**src/rtl/ssub_pkg.sv**
```systemverilog
// Shared types and constants of the service subscriber table.
package ssub_pkg;

    localparam int TABLE_SLOTS_DEF = 16;
    localparam int OPTION_LIMIT    = 16;
    localparam int MAX_RESULTS     = 16;
    localparam int CNT_W           = $clog2(MAX_RESULTS + 1);

    localparam logic CMD_SUBSCRIBE = 1'b0;
    localparam logic CMD_NOTIFY    = 1'b1;

    localparam logic [7:0]  KIND_V4_ENDPOINT  = 8'h04;
    localparam logic [7:0]  KIND_V4_MULTICAST = 8'h14;
    localparam logic [7:0]  PROTO_UDP         = 8'h11;
    localparam logic [7:0]  PROTO_TCP         = 8'h06;
    localparam logic [15:0] MIN_OPTION_SIZE   = 16'd9;

    localparam logic [2:0] ST_ADDED       = 3'd0;
    localparam logic [2:0] ST_ALREADY     = 3'd1;
    localparam logic [2:0] ST_NO_ENDPOINT = 3'd2;
    localparam logic [2:0] ST_FULL        = 3'd3;
    localparam logic [2:0] ST_TARGET      = 3'd4;
    localparam logic [2:0] ST_NONE        = 3'd5;

    typedef struct packed {
        logic        valid;
        logic [31:0] ip;
        logic [15:0] port;
        logic [15:0] service;
        logic [15:0] inst_id;
        logic [15:0] eventgroup;
    } entry_t;

    typedef struct packed {
        logic shift;
        logic set_valid;
    } ring_ctl_t;

endpackage

```
**src/rtl/ssub_cell.sv**
```systemverilog
// One table slot of the subscriber ring.
module ssub_cell #(
    parameter int IDX_W      = 4,
    parameter int SLOT_INDEX = 0
) (
    input  logic                clk,
    input  logic                rst_n,
    input  ssub_pkg::ring_ctl_t ctl,
    input  logic [IDX_W-1:0]    set_slot,
    input  ssub_pkg::entry_t    entry_in,
    output ssub_pkg::entry_t    entry_out
);
    import ssub_pkg::*;

    logic        valid_reg;
    logic        valid_next;
    entry_t      data_reg;
    logic        hit_self;

    assign hit_self = ctl.set_valid && (set_slot == IDX_W'(SLOT_INDEX));

    always_comb
    begin
        valid_next = valid_reg;
        if (hit_self)
        begin
            valid_next = 1'b1;
        end
        else if (ctl.shift)
        begin
            valid_next = entry_in.valid;
        end
    end

    always_ff @(posedge clk or negedge rst_n)
    begin
        if (!rst_n)
        begin
            valid_reg <= 1'b0;
        end
        else
        begin
            valid_reg <= valid_next;
        end
    end

    // payload travels with the ring, no reset
    always_ff @(posedge clk)
    begin
        if (ctl.shift)
        begin
            data_reg <= entry_in;
        end
    end

    always_comb
    begin
        entry_out       = data_reg;
        entry_out.valid = valid_reg;
    end

endmodule

```
**src/rtl/ssub_ctrl.sv**
```systemverilog
// Scan controller: watches the ring head, decides and emits results.
module ssub_ctrl #(
    parameter int TABLE_SLOTS = ssub_pkg::TABLE_SLOTS_DEF,
    parameter int IDX_W       = 4
) (
    input  logic                clk,
    input  logic                rst_n,
    input  logic                start,
    output logic                busy,
    input  logic                command,
    input  logic [31:0]         endpoint_ip,
    input  logic [15:0]         endpoint_port,
    input  logic [7:0]          transport_protocol,
    input  logic [7:0]          option_kind,
    input  logic [15:0]         option_size,
    input  logic [3:0]          first_option_count,
    input  logic [7:0]          first_option_index,
    input  logic [4:0]          options_available,
    input  logic [15:0]         svc_id,
    input  logic [15:0]         inst_id,
    input  logic [15:0]         group_id,
    input  ssub_pkg::entry_t    head,
    output ssub_pkg::entry_t    tail,
    output ssub_pkg::ring_ctl_t ctl,
    output logic [IDX_W-1:0]    set_slot,
    output logic                result_valid,
    output logic [2:0]          status,
    output logic [3:0]          slot,
    output logic [31:0]         target_ip,
    output logic [15:0]         target_port,
    output logic                last
);
    import ssub_pkg::*;

    localparam logic [1:0] S_IDLE = 2'd0;
    localparam logic [1:0] S_SCAN = 2'd1;
    localparam logic [1:0] S_DONE = 2'd2;

    logic [1:0]       state_reg, state_next;
    logic [IDX_W-1:0] k_reg, k_next;
    logic             cmd_reg, cmd_next;
    entry_t           key_reg, key_next;
    logic             dup_reg, dup_next;
    logic [IDX_W-1:0] dup_slot_reg, dup_slot_next;
    logic             free_reg, free_next;
    logic [IDX_W-1:0] free_slot_reg, free_slot_next;
    logic             pend_reg, pend_next;
    logic [IDX_W-1:0] pend_slot_reg, pend_slot_next;
    logic [31:0]      pend_ip_reg, pend_ip_next;
    logic [15:0]      pend_port_reg, pend_port_next;
    logic [CNT_W-1:0] cnt_reg, cnt_next;

    logic             rv_reg, rv_next;
    logic [2:0]       status_reg, status_next;
    logic [IDX_W-1:0] rslot_reg, rslot_next;
    logic [31:0]      rip_reg, rip_next;
    logic [15:0]      rport_reg, rport_next;
    logic             last_reg, last_next;

    logic [8:0]       avail_c;
    logic             ep_ok;
    logic             kind_ok;
    logic             head_dup;
    logic             head_free;
    logic             head_hit;
    logic             set_valid;
    logic [IDX_W+3:0] slot_ext;

    // endpoint check on the incoming fields
    always_comb
    begin
        if ({4'b0, options_available} > 9'(OPTION_LIMIT))
        begin
            avail_c = 9'(OPTION_LIMIT);
        end
        else
        begin
            avail_c = {4'b0, options_available};
        end
        kind_ok = 1'b0;
        if (option_kind == KIND_V4_ENDPOINT)
        begin
            kind_ok = (transport_protocol == PROTO_UDP) ||
                      (transport_protocol == PROTO_TCP);
        end
        else if (option_kind == KIND_V4_MULTICAST)
        begin
            kind_ok = (transport_protocol == PROTO_UDP);
        end
        ep_ok = (first_option_count != 4'd0) &&
                ({1'b0, first_option_index} < avail_c) &&
                (option_size >= MIN_OPTION_SIZE) && kind_ok;
    end

    assign head_dup  = head.valid && (head.ip == key_reg.ip) &&
                       (head.port == key_reg.port) &&
                       (head.service == key_reg.service) &&
                       (head.eventgroup == key_reg.eventgroup);
    assign head_free = !head.valid;
    assign head_hit  = head.valid && (head.service == key_reg.service);

    // drop the new entry into the first free slot as it passes; it stays
    // invalid until the scan confirms no duplicate
    always_comb
    begin
        tail = head;
        if ((state_reg == S_SCAN) && (cmd_reg == CMD_SUBSCRIBE) && head_free && !free_reg)
        begin
            tail       = key_reg;
            tail.valid = 1'b0;
        end
    end

    always_comb
    begin
        state_next     = state_reg;
        k_next         = k_reg;
        cmd_next       = cmd_reg;
        key_next       = key_reg;
        dup_next       = dup_reg;
        dup_slot_next  = dup_slot_reg;
        free_next      = free_reg;
        free_slot_next = free_slot_reg;
        pend_next      = pend_reg;
        pend_slot_next = pend_slot_reg;
        pend_ip_next   = pend_ip_reg;
        pend_port_next = pend_port_reg;
        cnt_next       = cnt_reg;
        rv_next        = 1'b0;
        status_next    = status_reg;
        rslot_next     = rslot_reg;
        rip_next       = rip_reg;
        rport_next     = rport_reg;
        last_next      = last_reg;
        set_valid      = 1'b0;

        case (state_reg)
            S_IDLE:
            begin
                if (start)
                begin
                    cmd_next            = command;
                    key_next.valid      = 1'b1;
                    key_next.ip         = endpoint_ip;
                    key_next.port       = endpoint_port;
                    key_next.service    = svc_id;
                    key_next.inst_id    = inst_id;
                    key_next.eventgroup = group_id;
                    if ((command == CMD_NOTIFY) || ep_ok)
                    begin
                        state_next = S_SCAN;
                        k_next     = '0;
                        dup_next   = 1'b0;
                        free_next  = 1'b0;
                        pend_next  = 1'b0;
                        cnt_next   = '0;
                    end
                    else
                    begin
                        rv_next     = 1'b1;
                        status_next = ST_NO_ENDPOINT;
                        rslot_next  = '0;
                        rip_next    = '0;
                        rport_next  = '0;
                        last_next   = 1'b1;
                    end
                end
            end
            S_SCAN:
            begin
                if (cmd_reg == CMD_SUBSCRIBE)
                begin
                    if (head_dup && !dup_reg)
                    begin
                        dup_next      = 1'b1;
                        dup_slot_next = k_reg;
                    end
                    if (head_free && !free_reg)
                    begin
                        free_next      = 1'b1;
                        free_slot_next = k_reg;
                    end
                end
                else if (head_hit && (cnt_reg < CNT_W'(MAX_RESULTS)))
                begin
                    // release the held target, hold the new one
                    if (pend_reg)
                    begin
                        rv_next     = 1'b1;
                        status_next = ST_TARGET;
                        rslot_next  = pend_slot_reg;
                        rip_next    = pend_ip_reg;
                        rport_next  = pend_port_reg;
                        last_next   = 1'b0;
                    end
                    pend_next      = 1'b1;
                    pend_slot_next = k_reg;
                    pend_ip_next   = head.ip;
                    pend_port_next = head.port;
                    cnt_next       = cnt_reg + CNT_W'(1);
                end
                if (k_reg == IDX_W'(TABLE_SLOTS - 1))
                begin
                    state_next = S_DONE;
                end
                else
                begin
                    k_next = k_reg + IDX_W'(1);
                end
            end
            S_DONE:
            begin
                state_next = S_IDLE;
                rv_next    = 1'b1;
                last_next  = 1'b1;
                rslot_next = '0;
                rip_next   = '0;
                rport_next = '0;
                if (cmd_reg == CMD_SUBSCRIBE)
                begin
                    if (dup_reg)
                    begin
                        status_next = ST_ALREADY;
                        rslot_next  = dup_slot_reg;
                    end
                    else if (free_reg)
                    begin
                        status_next = ST_ADDED;
                        rslot_next  = free_slot_reg;
                        set_valid   = 1'b1;
                    end
                    else
                    begin
                        status_next = ST_FULL;
                    end
                end
                else if (pend_reg)
                begin
                    status_next = ST_TARGET;
                    rslot_next  = pend_slot_reg;
                    rip_next    = pend_ip_reg;
                    rport_next  = pend_port_reg;
                end
                else
                begin
                    status_next = ST_NONE;
                end
            end
            default:
            begin
                state_next = S_IDLE;
            end
        endcase
    end

    always_ff @(posedge clk or negedge rst_n)
    begin
        if (!rst_n)
        begin
            state_reg <= S_IDLE;
            k_reg     <= '0;
            cmd_reg   <= CMD_SUBSCRIBE;
            dup_reg   <= 1'b0;
            free_reg  <= 1'b0;
            pend_reg  <= 1'b0;
            cnt_reg   <= '0;
            rv_reg    <= 1'b0;
        end
        else
        begin
            state_reg <= state_next;
            k_reg     <= k_next;
            cmd_reg   <= cmd_next;
            dup_reg   <= dup_next;
            free_reg  <= free_next;
            pend_reg  <= pend_next;
            cnt_reg   <= cnt_next;
            rv_reg    <= rv_next;
        end
    end

    always_ff @(posedge clk)
    begin
        key_reg       <= key_next;
        dup_slot_reg  <= dup_slot_next;
        free_slot_reg <= free_slot_next;
        pend_slot_reg <= pend_slot_next;
        pend_ip_reg   <= pend_ip_next;
        pend_port_reg <= pend_port_next;
        status_reg    <= status_next;
        rslot_reg     <= rslot_next;
        rip_reg       <= rip_next;
        rport_reg     <= rport_next;
        last_reg      <= last_next;
    end

    assign ctl.shift     = (state_reg == S_SCAN);
    assign ctl.set_valid = set_valid;
    assign set_slot      = free_slot_reg;
    assign busy          = (state_reg != S_IDLE);

    assign slot_ext     = {4'b0, rslot_reg};
    assign result_valid = rv_reg;
    assign status       = status_reg;
    assign slot         = slot_ext[3:0];
    assign target_ip    = rip_reg;
    assign target_port  = rport_reg;
    assign last         = last_reg;

endmodule

```
**src/rtl/service_subscriber_table.sv**
```systemverilog
// Top level of the service subscriber table: slot ring and scan controller.
//
// A transaction is taken when start is high and busy is low. A subscribe
// with an unusable endpoint answers on the next cycle and leaves busy low.
// Every other transaction scans the table: the slots sit in a ring of
// cells that rotates once through the single compare unit at its head,
// one slot per cycle, followed by a decision state; busy stays high over
// that time. Results show for one cycle each, marked by result_valid, and
// cannot be held off: the receiver must take them as they come. A notify
// gives its targets in slot order while the ring rotates and the last one
// on the cycle after the decision state, when busy has already dropped;
// slot reports the low four bits of the slot number.
module service_subscriber_table #(
    parameter int TABLE_SLOTS = ssub_pkg::TABLE_SLOTS_DEF
) (
    input  logic        clk,
    input  logic        rst_n,
    input  logic        start,
    output logic        busy,
    input  logic        command,
    input  logic [31:0] endpoint_ip,
    input  logic [15:0] endpoint_port,
    input  logic [7:0]  transport_protocol,
    input  logic [7:0]  option_kind,
    input  logic [15:0] option_size,
    input  logic [3:0]  first_option_count,
    input  logic [7:0]  first_option_index,
    input  logic [4:0]  options_available,
    input  logic [15:0] svc_id,
    input  logic [15:0] inst_id,
    input  logic [15:0] group_id,
    output logic        result_valid,
    output logic [2:0]  status,
    output logic [3:0]  slot,
    output logic [31:0] target_ip,
    output logic [15:0] target_port,
    output logic        last
);
    import ssub_pkg::*;

    localparam int IDX_W = (TABLE_SLOTS > 1) ? $clog2(TABLE_SLOTS) : 1;

    entry_t           ring [TABLE_SLOTS];
    entry_t           tail;
    ring_ctl_t        ctl;
    logic [IDX_W-1:0] set_slot;

    // each cell takes its upper neighbor; the last cell takes the write-back
    for (genvar i = 0; i < TABLE_SLOTS; i++)
    begin : g_cell
        entry_t cell_in;
        if (i == TABLE_SLOTS - 1)
        begin : g_end
            assign cell_in = tail;
        end
        else
        begin : g_mid
            assign cell_in = ring[i + 1];
        end

        ssub_cell #(
            .IDX_W      (IDX_W),
            .SLOT_INDEX (i)
        ) u_cell (
            .clk       (clk),
            .rst_n     (rst_n),
            .ctl       (ctl),
            .set_slot  (set_slot),
            .entry_in  (cell_in),
            .entry_out (ring[i])
        );
    end

    ssub_ctrl #(
        .TABLE_SLOTS (TABLE_SLOTS),
        .IDX_W       (IDX_W)
    ) u_ctrl (
        .clk                (clk),
        .rst_n              (rst_n),
        .start              (start),
        .busy               (busy),
        .command            (command),
        .endpoint_ip        (endpoint_ip),
        .endpoint_port      (endpoint_port),
        .transport_protocol (transport_protocol),
        .option_kind        (option_kind),
        .option_size        (option_size),
        .first_option_count (first_option_count),
        .first_option_index (first_option_index),
        .options_available  (options_available),
        .svc_id             (svc_id),
        .inst_id            (inst_id),
        .group_id           (group_id),
        .head               (ring[0]),
        .tail               (tail),
        .ctl                (ctl),
        .set_slot           (set_slot),
        .result_valid       (result_valid),
        .status             (status),
        .slot               (slot),
        .target_ip          (target_ip),
        .target_port        (target_port),
        .last               (last)
    );

endmodule
```
**config.mk**
```make
export PLATFORM = sky130hd
export DESIGN_NAME = service_subscriber_table
export DESIGN_NICKNAME = d
export VERILOG_FILES = /design/src/rtl/ssub_pkg.sv /design/src/rtl/ssub_cell.sv /design/src/rtl/ssub_ctrl.sv /design/src/rtl/service_subscriber_table.sv
export SDC_FILE = /design/constraint.sdc
export NUM_CORES = 1
export LEC_CHECK = 0
export BUFFER_PORTS_ARGS = -buffer_cell sky130_fd_sc_hd__buf_4
export CORE_MARGIN = 10
export CORE_UTILIZATION = 60
export DETAILED_ROUTE_END_ITERATION = 8
export PLACE_DENSITY = 0.85
export SETUP_SLACK_MARGIN = 0.1
export SYNTH_ARGS = -nofsm -noshare
export SYNTH_HDL_FRONTEND = slang
export SYNTH_SLANG_ARGS = --single-unit
```
**constraint.sdc**
```tcl
create_clock -name clk -period 46.4 [get_ports clk]
set_input_delay 9.28 -clock clk [delete_from_list [all_inputs] [get_ports clk]]
set_output_delay 9.28 -clock clk [all_outputs]
set_load 0.05 [all_outputs]
```
-- Word level (Yosys, flattened, before mapping)
Index checks and enable logic that the tools add are counted.
- $lt $le $gt $ge: 4
- reductions and logical operators: 67
- add/subtract/negate cells: 2
- eq/ne operators: 37
- mux-type cells: 112
- bitwise gates (word level): 1
- operators by type and width (cell ; number):
    $mux 32 ; 7
    $mux 16 ; 7
    $mux 97 ; 1
    $pmux 32 s3 ; 1
    $mux 1 ; 57
    $eq 16x16->1 ; 3
    $mux 4 ; 12
    $pmux 16 s3 ; 1
    $eq 4x4->1 const B ; 9
    $reduce_bool 2->1 ; 18
    $eq 32x32->1 ; 1
    $logic_and 1x1->1 ; 30
    $mux 5 ; 5
    $mux 3 ; 7
    $eq 4x3->1 const B ; 4
    $eq 8x3->1 const B ; 2
    $eq 8x5->1 const B ; 2
    $ge 16x4->1 const B ; 1
    $reduce_and 5->1 ; 3
    $ne 2x1->1 const B ; 7
    $pmux 4 s3 ; 1
    $reduce_and 3->1 ; 4
    $pmux 5 s2 ; 1
    $pmux 3 s3 ; 1
    25 further kinds ; 38
- logic and storage cells: 342
- output and inout port bits: 58
- register bits: 1780

-- Logic depth before layout (Yosys ltp)
- depth in word-level cells: 10
- gate-level depth with buffers: 10
- mapped depth without buffers: 9

-- Modules after synthesis
Synthesis repeated with hierarchy kept, for this count alone.
- cell total of the unflattened synthesis: 2289
- area total of the unflattened synthesis: 57193.6 um^2
- modules (own cells, without submodules) (module ; area each (um^2) ; instances ; cells each):
    ssub_cell at g_cell[10].u_cell ... ; 2947.8 ; 4 ; 101
    ssub_cell at g_cell[11].u_cell ... ; 2941.6 ; 4 ; 102
    ssub_cell at g_cell[0].u_cell ... ; 2940.3 ; 4 ; 101
    ssub_ctrl ; 10104.7 ; 1 ; 668
    ssub_cell at g_cell[4].u_cell ... ; 2946.6 ; 2 ; 101
    ssub_cell at g_cell[15].u_cell ; 2939.1 ; 1 ; 102
    ssub_cell at g_cell[3].u_cell ; 2937.8 ; 1 ; 101

-- Least setup slack after synthesis
Ideal clock, no wire load.
- path kind: reg2reg
- from: register u_ctrl.state_reg[1]
- to: register u_ctrl.pend_ip_reg[0] (enable)
- arrival: 34.697 ns
- setup time: 0.415 ns
- path buffers: 2
- data required time: 45.985 ns
- stages on the path, launching flop included: 6
- path slack: 11.287 ns
- cells stage by stage: dfrtp_1 inv_1 ha_1 buf_2 clkbuf_1 and3_1
- longest elaborated chain between the ends: 2
- RTL lines (what ; RTL line ; RTL):
    from (decl) ; ssub_ctrl.sv:39 ; logic [1:0] state_reg, state_next;
    from (signal assigned) ; ssub_ctrl.sv:271 ; state_reg <= state_next;
    $eq 2x1->1 ; ssub_ctrl.sv:137 ; case (state_reg)
    $reduce_and 3->1 (no source line) ; -- ;
    to (signal assigned) ; ssub_ctrl.sv:288 ; pend_ip_reg <= pend_ip_next;
    to (decl) ; ssub_ctrl.sv:49 ; logic [31:0] pend_ip_reg, pend_ip_next;
No other way between the ends.
A chain may end at the register's enable or synchronous reset.

-- Worst setup path after layout
- from: input options_available[4]
- to: register u_ctrl.rip_reg[18] (netlist: u_ctrl.target_ip[18]) (enable)
- longest elaborated chain between the ends: 9
- RTL lines (what ; RTL line ; RTL):
    from (decl) ; service_subscriber_table.sv:28 ; input logic [4:0] options_available,
    $gt 5x5->1 ; ssub_ctrl.sv:72 ; if ({4'b0, options_available} > 9'(OPTION_LIMIT))
    $mux 5 * ; ssub_ctrl.sv:72 ;
    $lt 8x5->1 * ; ssub_ctrl.sv:91 ; ({1'b0, first_option_index} < avail_c) &&
    $logic_and 1x1->1 * ; ssub_ctrl.sv:90 ; ep_ok = (first_option_count != 4'd0) &&
    $logic_and 1x1->1 * ; ssub_ctrl.sv:91 ;
    $logic_and 1x1->1 * ; ssub_ctrl.sv:92 ; (option_size >= MIN_OPTION_SIZE) && kind_ok;
    $logic_or 1x1->1 * ; ssub_ctrl.sv:149 ; if ((command == CMD_NOTIFY) || ep_ok)
    $ne 2x2->1 (no source line) * ; -- ;
    $reduce_and 6->1 (no source line) * ; -- ;
    to (signal assigned) ; ssub_ctrl.sv:292 ; rip_reg <= rip_next;
    to (decl) ; ssub_ctrl.sv:56 ; logic [31:0] rip_reg, rip_next;
Mark *: on every way between the ends. The rest lies on a longest branch, timed or not.

==> results.cfg <==
[status]
status = complete, no violations

[clocking]
post_cts_buffers = 0
ctsRootBufferMaster = clkbuf_16
clock_path_buffers = 3
cts_resized = 0
ctsHoldBuffers = 0
cts_sinks = 1508
htree_levels = 4
clock_latency_ns = 0.72
clkTransAtPathRegs_ns = 0.07
cts_tree = built
numCtsBuffers = 142

[routing]
vias_per_cell = 5.60
num_vias = 19557
routed_wl_um = 82500
routedWlPerCell_um = 23.6
post-route-drc-count = 0
drtIter0Drc = 1962
dr.pass1.iters = 5
drt.antenna.violating_nets = 0

[synthesis]
synth-seq-cells = 1508
synth.distinct_cells = 59
syn_nets = 2140
yosysSeqAreaShare_pct = 92.8
yosys_warnings = 0
synth-simple-area-share_pct = 2.34
synth_xor_area_share_pct = 1.15
postSynthCellCount = 1981
ys.flop_type = edfxtp_1
synthMuxAreaShare_pct = 2.04
syn_area_mm2 = 0.0486
synth_edf_count = 1476
synth_top_family_by_area = simple AND/OR/NAND/NOR gates
synth_area_per_cell_um2 = 24.5
synth_compound_area_share_pct = 1.03
yosys.area_share.adder_pct = 0.257
synthArstFlopShare_pct = 2.12

[sta]
worst_slew_pin_slew_ns = 1.23
finalHoldViolCount = 0
fin_ws_ns = 34.62
setup_violations = 0
fmax_mhz = 84.9
skew_ns = 0.0384
slew_violations = 0
rsz0062_at_grt = no
period_share_pct = 25.4
fin_hold_ws_ns = 0.393
tns_ns = 0
fin_crit_ns = 11.78
relSlewSlack_pct = 17.8

[grt]
antenna_found_initial = 3
grt.total_usage_pct = 17.8
grt_first_pass_wirelength_um = 125000
grt.overflow.total = 0
grt_pass1_vias = 20261
grt_max_degree = 103

[placement]
hpwl_um = 45100
placed_area_mm2 = 0.0515
place.gp.congestion = 0.863
dp_slack_ns = 34.05
io_buffers = 190

[floorplan]
rows = 104
start_util_pct = 60.4
fp.coreArea_mm2 = 0.0804
die_area_mm2 = 0.0928
dieWidth_um = 305
fp.dieH_um = 305
io_pins = 207

[flow_run]
drv_cap = 0

[power]
cellLeakagePower_nw = 19.0
p_per_area_mw_per_mm2 = 72.0
peakVddDrop_uv = 44.7

[layout]
largest_reg_flops = 1280
nets = 2474
antennaDiodeCount = 0
final_area_mm2 = 0.0560
area_delta_synth_final_pct = 15.2
drive_gt1_share_pct = 20.3

[worst_setup_path]
r2r_cells = 6
critPathKind = in2reg
worstPathRequired_ns = 46.75
worst_setup_path_start_kind = input pin
crit_fanout = 55
startpoint = options_available[4]
rr_endpoint = g_cell[7].u_cell.entry_out[11]$_DFFE_PP_
worstPathArrival_ns = 12.13
cp-end-kind = register
reg2reg_from = u_ctrl.state_reg[1]$_DFFE_PN0P_
r2r_setup_slack_ns = 41.03

[worst_hold_path]
worstHoldPathCells = 0
min_from = g_cell[6].u_cell.entry_out[12]$_DFFE_PP_
holdPathEnd = g_cell[5].u_cell.entry_out[12]$_DFFE_PP_
hp-class = reg2reg
==> metrics by stage <==
stage          total power [mW]  util (%)  instances
4_1_cts                    4.07      69.6       3494
3_5_place_dp               2.92      64.0       3231
3_3_place_gp               2.86      64.0       3231
5_1_grt                    4.20      69.6       3494
2_1_floorplan              3.29         -       1981
6_report                   4.03      69.6       3494
==> critical path, stage by stage <==
cell	delay, ns
buf_4	0.12
inv_1	0.13
nand2_1	0.08
ha_1	0.21
nor4b_1	0.44
o21ai_0	0.20
a21oi_2	0.52
a31oi_1	0.31
a21oi_1	0.31
nor3_2	0.09
buf_4	0.39
==> worst max path at each step <==
stage / endpoint / slack, ns / cells past startpoint
6_report: u_ctrl.target_ip[18]$_DFFE_PP_ / 34.62 / 11
5_1_grt: u_ctrl.target_ip[13]$_DFFE_PP_ / 34.54 / 11
4_1_cts: u_ctrl.target_port[13]$_DFFE_PP_ / 34.69 / 11
3_5_place_dp: u_ctrl.target_ip[10]$_DFFE_PP_ / 34.05 / 11
3_3_place_gp: u_ctrl.target_port[3]$_DFFE_PP_ / 34.28 / 11
2_1_floorplan: u_ctrl.pend_ip_reg[0]$_DFFE_PP_ / 11.29 / 5
==> cells by family (layout without fill, tap and decap cells) <==
| family | after synthesis | count (layout) |
|---|---|---|
| xor gates and xnor gates | 64 | 64 |
| buffers and inverters | 41 | 494 |
| AOI/OAI and AO/OA | 77 | 77 |
| DFF | 1508 | 1508 |
| and+or+nand+nor | 191 | 191 |
| adders and majority gates | 10 | 10 |
| muxes | 90 | 90 |
==> synthesized netlist by cell type (all sizes together), types with 2 or more instances <==
library cell	instances	share of area [%]
and2	50	0.64
a2111o	2	0.046
nor4	20	0.28
o31ai	3	0.046
a211oi	2	0.041
nand2	31	0.24
mux2i	16	0.33
a22oi	4	0.062
nor2	9	0.069
or4	4	0.062
nand3	19	0.20
or3	3	0.039
a31oi	3	0.039
clkbuf	10	0.077
nor3	6	0.062
xor2	43	0.77
o21ai	30	0.31
nor2b	10	0.13
and4	3	0.054
ha	10	0.26
nand4bb	2	0.046
or2	2	0.026
edfxtp	1476	91
buf	11	0.12
nand2b	8	0.10
mux2	74	1.7
o21a	5	0.077
nor4b	3	0.098
dfrtp	32	1.6
o22ai	5	0.064
and3	6	0.077
xnor2	21	0.38
nand4	8	0.10
a21oi	11	0.12
nand3b	4	0.062
o211ai	2	0.031
inv	19	0.15
a221oi	3	0.067
==> cells in the final DEF (no fill, tap or decap), types with 9 or more instances in the layout <==
master | Yosys | layout
a21oi_1 | 10 | 10
and2_1 | 50 | 50
buf_4 | 1 | 211
clkbuf_1 | 10 | 35
clkbuf_16 | 0 | 144
clkinv_1 | 1 | 30
clkinv_2 | 0 | 22
dfrtp_1 | 32 | 32
edfxtp_1 | 1476 | 1476
ha_1 | 10 | 9
inv_1 | 18 | 17
mux2_2 | 70 | 70
mux2i_1 | 16 | 16
nand2_1 | 31 | 31
nand3_1 | 19 | 19
nor2_1 | 9 | 9
nor2b_1 | 10 | 10
nor4_1 | 18 | 18
o21ai_0 | 30 | 30
xnor2_1 | 21 | 21
xor2_1 | 43 | 43
==> layout make-up <==
cell class,instances,area (um2)
flip-flops and latches,1508,45100
fillers,4437,24400
clock buffers,182,3780
multi-input cells,432,3360
repair buffers,211,1580
well taps,1060,1330
clock inverters,81,743
inverters,20,77.6
==> layer usage <==
metal  wire [um]  part of all wire (%)  track usage [%]
met1       35000                    42             25.0
met2       40200                    49             27.8
met3        4970                   6.0             3.55
met4        2400                   2.9             6.49
met5           0                     0                0
==> power breakdown <==
group	leakage, nW	switching, mW	internal, mW
Sequential	14.5	0.187	2.24
Clock	2.19	0.493	0.619
Combinational	2.29	0.382	0.108
Note: power is estimated with default switching activity, not from simulation.
